## config.mk

```make
export PLATFORM = sky130hd
export DESIGN_NAME = playfair_digraph_cipher
export DESIGN_NICKNAME = d
export VERILOG_FILES = /design/src/hw/rtl/pdc_pkg.sv /design/src/hw/rtl/playfair_digraph_cipher.sv
export VERILOG_INCLUDE_DIRS = /design/src /design/src/hw/rtl
export SDC_FILE = /design/constraint.sdc
export NUM_CORES = 1
export LEC_CHECK = 0
export BUFFER_PORTS_ARGS = -buffer_cell sky130_fd_sc_hd__buf_2
export CAP_MARGIN = 0
export CORE_AREA = 2 2 166 168
export DETAILED_ROUTE_END_ITERATION = 16
export DIE_AREA = 0 0 168 170
export PLACE_DENSITY = 0.76
export SYNTH_ARGS = -nofsm -noshare
export SYNTH_HDL_FRONTEND = slang
export SYNTH_SLANG_ARGS = --single-unit
```

## constraint.sdc

```tcl
create_clock -name clock -period 9.2 [get_ports clock]
set_input_delay 0.46 -clock clock [delete_from_list [all_inputs] [get_ports clock]]
set_output_delay 0.46 -clock clock [all_outputs]
set_load 0.1 [all_outputs]
```

## src/hw/rtl/playfair_digraph_cipher_defines.svh

```systemverilog
// Assertion macros for the Playfair digraph cipher RTL.
// Bodies sample on clock and are disabled while reset is high.
`ifndef PLAYFAIR_DIGRAPH_CIPHER_DEFINES_SVH
`define PLAYFAIR_DIGRAPH_CIPHER_DEFINES_SVH

// Same-cycle implication.
`define PDC_ASSERT_IMP(lbl, ante, cons, msg) \
   lbl: assert property (@(posedge clock) disable iff (reset) (ante) |-> (cons)) \
      else $error(msg);

// Next-cycle implication.
`define PDC_ASSERT_NXT(lbl, ante, cons, msg) \
   lbl: assert property (@(posedge clock) disable iff (reset) (ante) |=> (cons)) \
      else $error(msg);

`endif

```

## src/hw/rtl/pdc_pkg.sv

```systemverilog
// Shared types, constants and helpers for the Playfair digraph cipher.
// No dependencies.
`default_nettype none

package pdc_pkg;

   localparam int DIM    = 5;
   localparam int CODE_W = 5;
   localparam int IDX_W  = 3;
   localparam int CSR_W  = 3;

   typedef logic [CODE_W-1:0] code_type;
   typedef logic [IDX_W-1:0]  idx_type;
   typedef logic [DIM-1:0][CODE_W-1:0] row_type;
   typedef row_type [DIM-1:0] square_type;

   localparam code_type LETTER_I = 5'd8;
   localparam code_type LETTER_J = 5'd9;

   localparam logic MODE_ENCRYPT = 1'b0;
   localparam logic MODE_DECRYPT = 1'b1;

   // Register indexes
   localparam logic [CSR_W-1:0] CSR_SQUARE_ROW_0 = 3'd0;
   localparam logic [CSR_W-1:0] CSR_SQUARE_ROW_4 = 3'd4;

   localparam idx_type IDX_LAST = 3'(DIM - 1);

   // Fold I onto J
   function automatic code_type pdc_fold(input code_type x);
      return (x == LETTER_I) ? LETTER_J : x;
   endfunction

   // Step one position forward or backward, wrapping within the square
   function automatic idx_type pdc_step(input idx_type x, input logic back);
      idx_type res;
      if (back) begin
         res = (x == '0) ? IDX_LAST : x - 3'd1;
      end else begin
         res = (x == IDX_LAST) ? '0 : x + 3'd1;
      end
      return res;
   endfunction

   // Stage 1: folded letters and match vectors
   typedef struct packed {
      logic                 valid;
      logic                 mode;
      code_type             a;
      code_type             b;
      logic [DIM*DIM-1:0]   match_a;
      logic [DIM*DIM-1:0]   match_b;
   } s1_type;

   // Stage 2: located positions
   typedef struct packed {
      logic     valid;
      logic     mode;
      logic     hit;
      code_type a;
      code_type b;
      idx_type  ra;
      idx_type  ca;
      idx_type  rb;
      idx_type  cb;
   } s2_type;

   // Stage 3: target positions
   typedef struct packed {
      logic     valid;
      logic     hit;
      code_type a;
      code_type b;
      idx_type  ta_r;
      idx_type  ta_c;
      idx_type  tb_r;
      idx_type  tb_c;
   } s3_type;

endpackage

`default_nettype wire

```

## src/hw/rtl/playfair_digraph_cipher.sv

```systemverilog
// Playfair digraph cipher: one letter pair per cycle unless stalled; 5x5 key square.
// An accepted request is registered in s1, s2, s3 and the output reg before rsp_valid.
// Stages: fold and match, locate, target positions, cell select into output reg.
// A stalled output holds every stage; no item is lost or repeated.
// Reset (synchronous) clears all stage valid bits and the key square to zero.
// Depends on pdc_pkg and playfair_digraph_cipher_defines.svh.
`default_nettype none
`include "playfair_digraph_cipher_defines.svh"

module playfair_digraph_cipher (
   input  wire logic                      clock,
   input  wire logic                      reset,
   // configuration write port
   input  wire logic                      csr_wr_en,
   input  wire logic [pdc_pkg::CSR_W-1:0] csr_index,
   input  wire logic [24:0]               csr_wr_data,
   // request channel
   input  wire logic                      req_valid,
   output logic                           req_ready,
   input  wire logic                      req_mode,
   input  wire logic [4:0]                req_first_letter,
   input  wire logic [4:0]                req_second_letter,
   // result channel
   output logic                           rsp_valid,
   input  wire logic                      rsp_ready,
   output logic [4:0]                     rsp_first_out,
   output logic [4:0]                     rsp_second_out,
   output logic                           rsp_located
);
   import pdc_pkg::*;

   square_type square_ff;
   s1_type     s1_ff, s1_in;
   s2_type     s2_ff, s2_in;
   s3_type     s3_ff, s3_in;
   logic       out_valid_ff;
   code_type   out_a_ff, out_a_in;
   code_type   out_b_ff, out_b_in;
   logic       out_hit_ff;
   logic       advance;
   code_type   fold_a, fold_b;
   logic       same_row, same_col;

   // Whole pipeline moves when the output register is free or being taken
   assign advance   = !out_valid_ff || rsp_ready;
   assign req_ready = advance;

   // Key square registers
   always_ff @(posedge clock) begin
      if (reset) begin
         square_ff <= '0;
      end else if (csr_wr_en && csr_index <= CSR_SQUARE_ROW_4) begin
         square_ff[csr_index] <= csr_wr_data;
      end
   end

   // Stage 1: fold I to J and compare against every cell
   always_comb begin
      fold_a = pdc_fold(req_first_letter);
      fold_b = pdc_fold(req_second_letter);
      s1_in.valid = req_valid;
      s1_in.mode  = req_mode;
      s1_in.a     = fold_a;
      s1_in.b     = fold_b;
      for (int r = 0; r < DIM; r++) begin
         for (int c = 0; c < DIM; c++) begin
            s1_in.match_a[r*DIM+c] = (square_ff[r][c] == fold_a);
            s1_in.match_b[r*DIM+c] = (square_ff[r][c] == fold_b);
         end
      end
   end

   // Stage 2: take the last match in row-major order
   always_comb begin
      s2_in.valid = s1_ff.valid;
      s2_in.mode  = s1_ff.mode;
      s2_in.a     = s1_ff.a;
      s2_in.b     = s1_ff.b;
      s2_in.ra    = '0;
      s2_in.ca    = '0;
      s2_in.rb    = '0;
      s2_in.cb    = '0;
      for (int r = 0; r < DIM; r++) begin
         for (int c = 0; c < DIM; c++) begin
            if (s1_ff.match_a[r*DIM+c]) begin
               s2_in.ra = IDX_W'(r);
               s2_in.ca = IDX_W'(c);
            end
            if (s1_ff.match_b[r*DIM+c]) begin
               s2_in.rb = IDX_W'(r);
               s2_in.cb = IDX_W'(c);
            end
         end
      end
      s2_in.hit = (|s1_ff.match_a) && (|s1_ff.match_b);
   end

   // Stage 3: apply the row, column or rectangle rule
   always_comb begin
      same_row    = (s2_ff.ra == s2_ff.rb);
      same_col    = (s2_ff.ca == s2_ff.cb);
      s3_in.valid = s2_ff.valid;
      s3_in.hit   = s2_ff.hit;
      s3_in.a     = s2_ff.a;
      s3_in.b     = s2_ff.b;
      if (same_row) begin
         s3_in.ta_r = s2_ff.ra;
         s3_in.ta_c = pdc_step(s2_ff.ca, s2_ff.mode == MODE_DECRYPT);
         s3_in.tb_r = s2_ff.rb;
         s3_in.tb_c = pdc_step(s2_ff.cb, s2_ff.mode == MODE_DECRYPT);
      end else if (same_col) begin
         s3_in.ta_r = pdc_step(s2_ff.ra, s2_ff.mode == MODE_DECRYPT);
         s3_in.ta_c = s2_ff.ca;
         s3_in.tb_r = pdc_step(s2_ff.rb, s2_ff.mode == MODE_DECRYPT);
         s3_in.tb_c = s2_ff.cb;
      end else begin
         s3_in.ta_r = s2_ff.ra;
         s3_in.ta_c = s2_ff.cb;
         s3_in.tb_r = s2_ff.rb;
         s3_in.tb_c = s2_ff.ca;
      end
   end

   // Stage 4: read the target cells, or pass the folded letters through
   always_comb begin
      if (s3_ff.hit) begin
         out_a_in = square_ff[s3_ff.ta_r][s3_ff.ta_c];
         out_b_in = square_ff[s3_ff.tb_r][s3_ff.tb_c];
      end else begin
         out_a_in = s3_ff.a;
         out_b_in = s3_ff.b;
      end
   end

   // Valid bits clear on reset; payload holds on stall
   always_ff @(posedge clock) begin
      if (reset) begin
         s1_ff.valid  <= 1'b0;
         s2_ff.valid  <= 1'b0;
         s3_ff.valid  <= 1'b0;
         out_valid_ff <= 1'b0;
      end else if (advance) begin
         s1_ff.valid  <= s1_in.valid;
         s2_ff.valid  <= s2_in.valid;
         s3_ff.valid  <= s3_in.valid;
         out_valid_ff <= s3_ff.valid;
      end
      if (advance) begin
         s1_ff.mode    <= s1_in.mode;
         s1_ff.a       <= s1_in.a;
         s1_ff.b       <= s1_in.b;
         s1_ff.match_a <= s1_in.match_a;
         s1_ff.match_b <= s1_in.match_b;
         s2_ff.mode    <= s2_in.mode;
         s2_ff.hit     <= s2_in.hit;
         s2_ff.a       <= s2_in.a;
         s2_ff.b       <= s2_in.b;
         s2_ff.ra      <= s2_in.ra;
         s2_ff.ca      <= s2_in.ca;
         s2_ff.rb      <= s2_in.rb;
         s2_ff.cb      <= s2_in.cb;
         s3_ff.hit     <= s3_in.hit;
         s3_ff.a       <= s3_in.a;
         s3_ff.b       <= s3_in.b;
         s3_ff.ta_r    <= s3_in.ta_r;
         s3_ff.ta_c    <= s3_in.ta_c;
         s3_ff.tb_r    <= s3_in.tb_r;
         s3_ff.tb_c    <= s3_in.tb_c;
         out_a_ff      <= out_a_in;
         out_b_ff      <= out_b_in;
         out_hit_ff    <= s3_ff.hit;
      end
   end

   assign rsp_valid      = out_valid_ff;
   assign rsp_first_out  = out_a_ff;
   assign rsp_second_out = out_b_ff;
   assign rsp_located    = out_hit_ff;

   `PDC_ASSERT_IMP(a_stall_blocks_entry, rsp_valid && !rsp_ready, !req_ready,
      "request taken while output stalled")
   `PDC_ASSERT_NXT(a_entry_reaches_s1, req_valid && req_ready, s1_ff.valid,
      "accepted item missing from stage 1")
   `PDC_ASSERT_IMP(a_passthrough_folded, rsp_valid && !rsp_located,
      rsp_first_out != LETTER_I && rsp_second_out != LETTER_I,
      "passthrough letter not folded")
   `PDC_ASSERT_IMP(a_target_in_square, s3_ff.valid && s3_ff.hit,
      s3_ff.ta_r <= IDX_LAST && s3_ff.ta_c <= IDX_LAST &&
      s3_ff.tb_r <= IDX_LAST && s3_ff.tb_c <= IDX_LAST,
      "target position outside square")

endmodule

`default_nettype wire

```

==> run_results.csv <==
group,metric,value,unit
global_route,grt_pass1_vias,10900,
synth,netlist_area,14500,um^2
timing,finClkSkew,19.2,ps
layout,multi_input_area,7730,um^2
synth,async_flop_share,0,
timing,setup_viol_count_final,0,
global_route,grt_max_degree,98,
layout,nets,1620,
route,routed_wl,45400,um
layout,ff_latch_area,6160,um^2
layout,insertedDiodeCount,0,
synth,synthesis.nets,1635,
pwr,ir_drop,0.203,mV
timing,max_freq,404,MHz
timing,final.period_utilization,0.269,
floorplanning,io_pins,57,
placement,placed_area,14800,um^2
timing,max_slew_margin,0.264,
layout,stdcell_area,15600,um^2
setup_path,cpPeakStageDelay,580,ps
synth,synth_seq_area_share,0.424,
global_route,grt_pass1_wl,67600,um
setup_path,end_kind,"flop",
route,post_drt_wl_per_cell,23.7,um
placement,routabilityCongestion,1.04,
floorplanning,die_area,28600,um^2
route,drt-vias-per-instance,6.22,
setup_path,critPathLaunchType,"flop",
route,vias,11900,
synth,yosys_warnings,0,
clock_tree,cts_tree,"built",
setup_path,cp_max_fo,50,
route,drt-initial-drc-count,1714,
placement,hpwlAfterDp,33700,um
timing,rsz0062_at_grt,"false",
global_route,antenna_found_initial,0,
timing,period_needed,2470,ps
pwr,power.density,223,nW/um^2
setup_path,critPathKind,"reg2reg",
clock_tree,hold_buffers,0,
status,status,"finished, final reports clean",
synth,synth_cell_types,57,
timing,maxSlewViolCount,0,
global_route,grt_use_total,0.316,
setup_path,crit_chain,"buf_4 > nand2b_1 > nor2_1 > or3_1 > o211ai_1 > a31oi_1",
layout,mostFrequentLayoutCells,"nand2_1, xnor2_1, a21oi_1, dfxtp_1, edfxtp_1",
placement,io_buffer_count,56,
floorplanning,fp.dieH,170,um
job,maxCapViolCount,0,
setup_path,cpMaxStageDelayCell,"buf_4",
clock_tree,clk_latency,540,ps
layout,final_layout_size_suffix_gt1_frac,0.0836,
worst_hold_path,hold_class,"in2reg",
synth,ys_ff_latch,248,
clock_tree,cts.sinks,248,
setup_path,cp.required,9400,ps
floorplanning,core,26700,um^2
synth,ys.flop_type,"dfxtp_1",
timing,finalHoldViolations,0,
timing,tightest_slew,1100,ps
synth,postSynthCellCount,1575,
clock_tree,cts-resized-gates,0,
pwr,p_total,3.47,mW
clock_tree,clk_pin_slew_worst_paths,60,ps
route,dr.pass1.iters,6,
clock_tree,cts_buffer_depth,3,
synth,avgSynthCellArea,9.21,um^2
clock_tree,htreeDepth,1,
layout,layout_commonest_cell,"nand2_1",
synth,synth_edf_count,119,
floorplanning,rows,60,
route,drc,0,
floorplanning,start_util,0.544,
setup_path,arrival,2670,ps
pwr,leakage,5.16,nW
timing,final.setup.tns,0,ps
clock_tree,cts-root-buf,"clkbuf_16",
layout,synthToLayoutAreaGrowth,7.42,%
route,ant_nets,0,
clock_tree,cts_buffers,26,
floorplanning,die_w,168,um
global_route,gr-total-overflow,0,
layout,fill_cells,2265,
clock_tree,cts_setup_buffers,0,
==> stage by stage <==
stage | util | instances | setup slack [ps] | hold slack, ps
6_report | 0.585 | 1920 | 6730 | 114
5_1_grt | 0.585 | 1920 | 6650 | 97.3
4_1_cts | 0.585 | 1920 | 6770 | 94.0
3_5_place_dp | 0.554 | 1873 | 6530 | 405
3_3_place_gp | 0.554 | 1873 | 6630 | 401
2_1_floorplan | - | 1575 | 3570 | 400
==> sequential cells by signal, summed over array words and instances, names as in the netlist <==
signal          count
square_ff         125
s1_ff              62
s2_ff              25
s3_ff              24
rsp_first_out       5
rsp_second_out      5
rsp_located         1
rsp_valid           1
==> final timing paths <==
path,start,endpoint,slack [ps],depth (start not counted)
worst max register to register,s3_ff[3],rsp_second_out[4],6730,6
worst min-delay path,req_mode,s1_ff[60],110,1
worst max-delay path,s3_ff[3],rsp_second_out[4],6730,6
worst min register to register,s2_ff[16],s3_ff[16],420,0
==> power by group <==
group / switching [mW] / internal, mW / total, mW
sequential: 0.120 / 1.27 / 1.39
clock: 0.445 / 0.578 / 1.02
combinational: 0.714 / 0.343 / 1.06
==> logic make-up (layout without fill, tap and decap cells) <==
group | Yosys count | after routing | synth area share
and+or+nand+nor | 526 | 526 | 0.164
AOI/OAI and AO/OA | 281 | 281 | 0.111
xor gates and xnor gates | 258 | 258 | 0.156
DFF | 248 | 248 | 0.424
buffers and inverters | 134 | 138 | 0.0436
muxes | 112 | 112 | 0.0878
adders and majority gates | 16 | 16 | 0.0138
==> area by class of cell <==
type,instances,area share
tap,341,0.0274
multi-input combinational,1193,0.496
clock inverter,12,0.00474
inverter,27,0.00650
timing repair buffer,64,0.0220
sequential,248,0.395
clock buffer,35,0.0486
==> synth_stat cells (3+ instances only) <==
library cell    n  area [um^2]
nand2_1       271         1020
xnor2_1       252         2210
a21oi_1       156          781
dfxtp_1       129         2580
edfxtp_1      119         3570
nor2_1        107          402
mux2i_1        98          981
nand4_1        50          313
clkbuf_1       46          173
buf_2          43          215
o21ai_0        33          165
inv_1          27          101
o22ai_1        19          119
ha_1           16          200
nor2b_1        16          100
nor3_1         16         80.1
o211ai_1       16          120
a211oi_1       12         90.1
mux4_2         12          270
nand2b_1       12         75.1
buf_4          10         75.1
nor4_1         10         62.6
a31oi_1         9         56.3
or3_1           8         50.1
or4_1           8         60.1
a22oi_1         6         45.0
a32oi_1         6         52.6
o31ai_1         6         45.0
xor2_1          6         52.6
buf_6           5         56.3
nand3_1         5         25.0
o21ai_1         5         25.0
and3_1          3         18.8
o21bai_1        3         22.5
or2_2           3         18.8
==> worst max-delay path: cells and delay by family, from the launching register on <==
kind,cells,cell delay (ps)
AND/OR/NAND/NOR,3,810
flip-flops,1,330
buffers and inverters,1,580
AO/OA/AOI/OAI,2,390
==> per-layer routing <==
metal  vias up  routed length (um)  GRT usage
met5         -                   0          0
met4         0                1560      0.107
met3        87                5340     0.0565
met2       661               18800      0.450
met1      5731               19700      0.481
li1       5458                   -          -
Note: power is estimated with default switching activity, not from simulation.
